### src/design/rmq_pkg.sv
// Shared types and constants for the rotation matrix to quaternion unit.
// Holds the fixed-point format, the control struct, branch codes and a saturation helper; no dependencies.
package rmq_pkg;
  localparam int DATA_WIDTH = 16;
  localparam int FRAC_BITS = 14;
  // Radicand: sum of three elements and one, needs DATA_WIDTH+2 bits.
  localparam int RAD_W = DATA_WIDTH + 2;
  // Root argument R << F, nonnegative.
  localparam int SQA_W = RAD_W + FRAC_BITS;
  localparam int SQ_W = (SQA_W + 1) / 2;
  // Off-diagonal sums and differences.
  localparam int DIF_W = DATA_WIDTH + 1;
  // Dividend: |d| << F plus half the divisor.
  localparam int NUM_W = DIF_W + FRAC_BITS + 1;
  localparam int DEN_W = SQ_W + 1;
  localparam int QUO_W = NUM_W;

  typedef enum logic [1:0] {
    BIG_X = 2'd0,
    BIG_Y = 2'd1,
    BIG_Z = 2'd2,
    BIG_W = 2'd3
  } big_t;

  typedef struct packed {
    logic valid;
    logic degenerate;
    big_t big;
  } ctl_t;

  function automatic logic signed [DATA_WIDTH-1:0] sat_field(
      input logic signed [QUO_W:0] v);
    logic signed [QUO_W:0] hi;
    logic signed [QUO_W:0] lo;
    begin
      hi = (QUO_W+1)'((64'sd1 <<< (DATA_WIDTH - 1)) - 64'sd1);
      lo = -hi - (QUO_W+1)'(1);
      if (v > hi) sat_field = hi[DATA_WIDTH-1:0];
      else if (v < lo) sat_field = lo[DATA_WIDTH-1:0];
      else sat_field = v[DATA_WIDTH-1:0];
    end
  endfunction
endpackage

### src/design/rmq_sqrt_pipe.sv
// Pipelined integer square root: one result bit per stage, one operand per cycle.
// Depends on rmq_pkg; carries control and off-diagonal terms alongside.
module rmq_sqrt_pipe
  import rmq_pkg::*;
(
  input  logic                           clk,
  input  logic                           rst,
  input  ctl_t                           ctl_in,
  input  logic [SQA_W-1:0]               arg_in,
  input  logic signed [3*DIF_W-1:0]      dif_in,
  output ctl_t                           ctl_out,
  output logic [SQ_W-1:0]                root_out,
  output logic signed [3*DIF_W-1:0]      dif_out
);
  // Stage k decides root bit SQ_W-1-k with a restoring step.
  ctl_t                       ctl [SQ_W+1];
  logic [SQA_W-1:0]           rem [SQ_W+1];
  logic [SQ_W-1:0]            root [SQ_W+1];
  logic signed [3*DIF_W-1:0]  dif [SQ_W+1];

  always_comb begin
    ctl[0] = ctl_in;
    rem[0] = arg_in;
    root[0] = '0;
    dif[0] = dif_in;
  end

  for (genvar k = 0; k < SQ_W; k++) begin : g_stage
    localparam int B = SQ_W - 1 - k;
    logic [SQA_W-1:0] trial;
    logic [SQ_W-1:0]  cand;
    // Compare candidate square against the operand carried in rem.
    always_comb begin
      cand = root[k] | (SQ_W'(1) << B);
      trial = SQA_W'(cand) * SQA_W'(cand);
    end
    always_ff @(posedge clk) begin
      if (rst) begin
        ctl[k+1].valid <= 1'b0;
      end else begin
        ctl[k+1].valid <= ctl[k].valid;
      end
      ctl[k+1].degenerate <= ctl[k].degenerate;
      ctl[k+1].big <= ctl[k].big;
      rem[k+1] <= rem[k];
      dif[k+1] <= dif[k];
      root[k+1] <= (trial <= rem[k]) ? cand : root[k];
    end
  end

  assign ctl_out = ctl[SQ_W];
  assign root_out = root[SQ_W];
  assign dif_out = dif[SQ_W];
endmodule

### config.mk
export PLATFORM = sky130hd
export DESIGN_NAME = rmq_sqrt_pipe
export DESIGN_NICKNAME = d
export VERILOG_FILES = /design/src/design/rmq_pkg.sv /design/src/design/rmq_sqrt_pipe.sv
export SDC_FILE = /design/constraint.sdc
export NUM_CORES = 2
export LEC_CHECK = 0
export BUFFER_PORTS_ARGS = -buffer_cell sky130_fd_sc_hd__buf_2
export CAP_MARGIN = 20
export CORE_MARGIN = 1.5
export CORE_UTILIZATION = 54
export CTS_CLUSTER_SIZE = 28
export DETAILED_ROUTE_END_ITERATION = 7
export HOLD_SLACK_MARGIN = 0.08
export MAX_ROUTING_LAYER = met4
export PLACE_DENSITY = 0.72
export REMOVE_ABC_BUFFERS = 1
export SYNTH_ARGS = -nofsm -noshare
export SYNTH_HDL_FRONTEND = slang
export SYNTH_SLANG_ARGS = --single-unit
### constraint.sdc
create_clock -name clk -period 8 [get_ports clk]
set_clock_uncertainty 0.15 [all_clocks]
set_input_delay 0.4 -clock clk [delete_from_list [all_inputs] [get_ports clk]]
set_output_delay 0.4 -clock clk [all_outputs]
set_load 0.02 [all_outputs]
==> out/summary.txt <==
post-layout min period - 7.67 ns
H-Tree Depth - 4
slack of the worst reg-to-reg path - 0.33 ns
Post-synth EDFFs - 0
worst r2r path cells - 29
IO buf count - 159
Synth cell types - 73
Post-Syn Area per Cell - 11.1 um2
Die W - 382 um
hold path endpoint - rem[490]
CP Launch Type - flip-flop
placed cell areas - 0.0810 mm2
worst slack, placed - 0.301 ns
Initial Utilization - 54.3%
fin crit share - 95.8%
worst hold start - arg_in[10]
first-pass GRT wire length - 263 mm
worst-margin pin slew - 0.695 ns
Final Setup Violations - 0
register area share after synthesis - 38.5%
crit path DAT - 8.24 ns
FF+latch count, synth - 1,496
post-DP HPWL - 122 mm
Layout area overhead - 12.7%
DR DRC count - 0
most used cell, CP - fa_1
Worst-path clk slew - 0.08 ns
worst setup path class - reg2reg
fmax - 0.130 GHz
post-synth top area share - 38.5%
Core Region - 0.143 mm2
final hold viol count - 0
fin area - 0.0876 mm2
IO Count - 160
most common cell in the synthesized netlist - dfxtp_1
status - finished clean
Crit-path slowest cell - dfxtp_1
Die ar. - 0.146 mm2
RR Endpoint - root_out[0]
vias in the first global route - 50,800
Worst Slack Setup Final - 0.334 ns
share of flip-flops with an asynchronous set or reset - 0%
Worst EP required - 8.58 ns
per-cell routed wire length - 17.0 um
Max Slew Vio Count - 0
slew margin rel. - 53.6%
total number of vias - 46,700
hold slack - 0.118 ns
crit path max fanout - 14
Syn Inst Count - 6,981
total of max-cap violations - 0
1st-pass router iterations - 6
share of cells above drive strength 1 - 7.81%
synth top area cells - dfxtp_1, fa_1, ha_1
CTS tree - yes
Worst-Skew Late Latency - 0.79 ns
CTS Buffer Depth - 3
row cnt - 139
die height - 382 um
largest net degree at the start of global routing - 18
post-route ant nets - 0
Min-Delay Path Class - in2reg
Post-synth top flop - dfxtp_1
Final nets - 9,376
Yosys top cell by area - dfxtp_1
r2r startpoint - g_stage[15].cand[5]
remaining global-route overflow - 0
vias per cell - 4.96
CTS sink count - 1,496
Global Route Usage Sum - 23.3%
GPL Wtd Cong - 0.934
initial antenna violation count - 4
most frequent cells after synthesis - dfxtp_1, inv_1, ha_1, fa_1, nand2_1
Slowest Stage Delay on Critical Path - 0.77 ns
total CTS buffers - 145
hold path depth - 2
clk root buf - clkbuf_16
final WL - 160 mm
Mapped Area - 0.0777 mm2
Worst Setup End Kind - flip-flop
1st-iter DRT viols - 2,084
Syn. warnings - 0
worst max-delay path, delay by kind of cell, from the launching register on:
kind | cells | cell delay, ns
buffers and inverters | 4 | 0.42
XOR/XNOR | 1 | 0.09
AND/OR/NAND/NOR | 3 | 0.26
AO/OA/AOI/OAI | 13 | 2.59
flip-flops | 1 | 0.77
adder cells (fa/ha/maj) | 8 | 3.31
metrics by stage:
stage / util [%] / TNS (ns) / instances
finish: 61.2 / 0 / 9418
global route: 61.2 / -0.0281 / 9418
CTS: 61.1 / 0 / 9415
detailed placement: 56.6 / 0 / 9010
global placement: 56.6 / 0 / 9010
floorplan: - / 0 / 6838
worst max path at each step:
stage / start / endpoint / slack, ns / depth (start not counted)
4_1_cts: g_stage[14].cand[10] / g_stage[15].cand[1] / 0.24 / 31
2_1_floorplan: g_stage[15].cand[1] / root_out[0] / 0.69 / 32
3_3_place_gp: g_stage[15].cand[1] / root_out[0] / 0.32 / 32
6_report: g_stage[15].cand[5] / root_out[0] / 0.33 / 29
5_1_grt: g_stage[14].cand[3] / g_stage[15].cand[1] / -0.03 / 33
3_5_place_dp: g_stage[15].cand[1] / root_out[0] / 0.30 / 32
logic make-up (layout without fill, tap and decap cells):
| family | after synthesis | after routing | synth area share, % |
|---|---|---|---|
| adder cells (fa/ha/maj) | 1888 | 1888 | 38.1 |
| buffers and inverters | 1591 | 2123 | 7.95 |
| flip-flops | 1496 | 1496 | 38.5 |
| AND/OR/NAND/NOR | 1121 | 1121 | 7.18 |
| AO/OA/AOI/OAI | 595 | 595 | 4.89 |
| XOR/XNOR | 274 | 274 | 3.09 |
| multiplexers | 16 | 16 | 0.227 |
| other | 0 | 2 | 0 |
registers in the layout (all words and copies together) (netlist names):
name	count
ctl	60
ctl_out	4
dif	765
dif_out	51
g_stage.cand	120
rem	480
root_out	16
timing repair:
| item | 4_1_cts | 5_1_grt |
|---|---|---|
| endpoints found under the hold margin | 103 | 0 |
| buffers inserted | 0 | 1 |
| hold buffers | 145 | 0 |
| resized for setup | 0 | 25 |
| setup endpoints to repair | 0 | 6 |
cell usage in the layout, fill, tap and decap left out, drive strengths merged, types with 62 or more instances in the layout:
master,netlist,final
a21o,146,146
a21oi,201,201
and2,207,207
buf,58,270
clkbuf,85,189
dfxtp,1496,1496
dlygate4sd3,0,145
fa,798,798
ha,1089,1089
inv,1445,1457
nand2,348,348
nand4,65,65
nor2,226,226
nor2b,62,62
o21ai,108,108
xnor2,216,216
per-layer routing:
| layer | routed length (um) | up-vias | part of all wire, % | GRT usage, % |
|---|---|---|---|---|
| met5 | 0 | - | 0 | - |
| met4 | 5240 | 0 | 3.3 | 7.46 |
| met3 | 6030 | 303 | 3.8 | 3.05 |
| met2 | 82700 | 893 | 52 | 41.2 |
| met1 | 65700 | 22900 | 41 | 27.4 |
| li1 | - | 22600 | - | - |
cell type report:
| class | instances | area, um2 |
|---|---|---|
| flip-flops and latches | 1496 | 30000 |
| diodes | 2 | 5.00 |
| clock inverters | 71 | 1020 |
| repair buffers | 415 | 3080 |
| multi-input cells | 3894 | 41600 |
| well taps | 1903 | 2380 |
| fillers | 11000 | 55600 |
| inverters | 1448 | 5440 |
| clock buffers | 189 | 4050 |
Power is left out: the tool's default activity adds up to more than one toggle a clock period on the data nets, which glitch-free logic cannot reach.
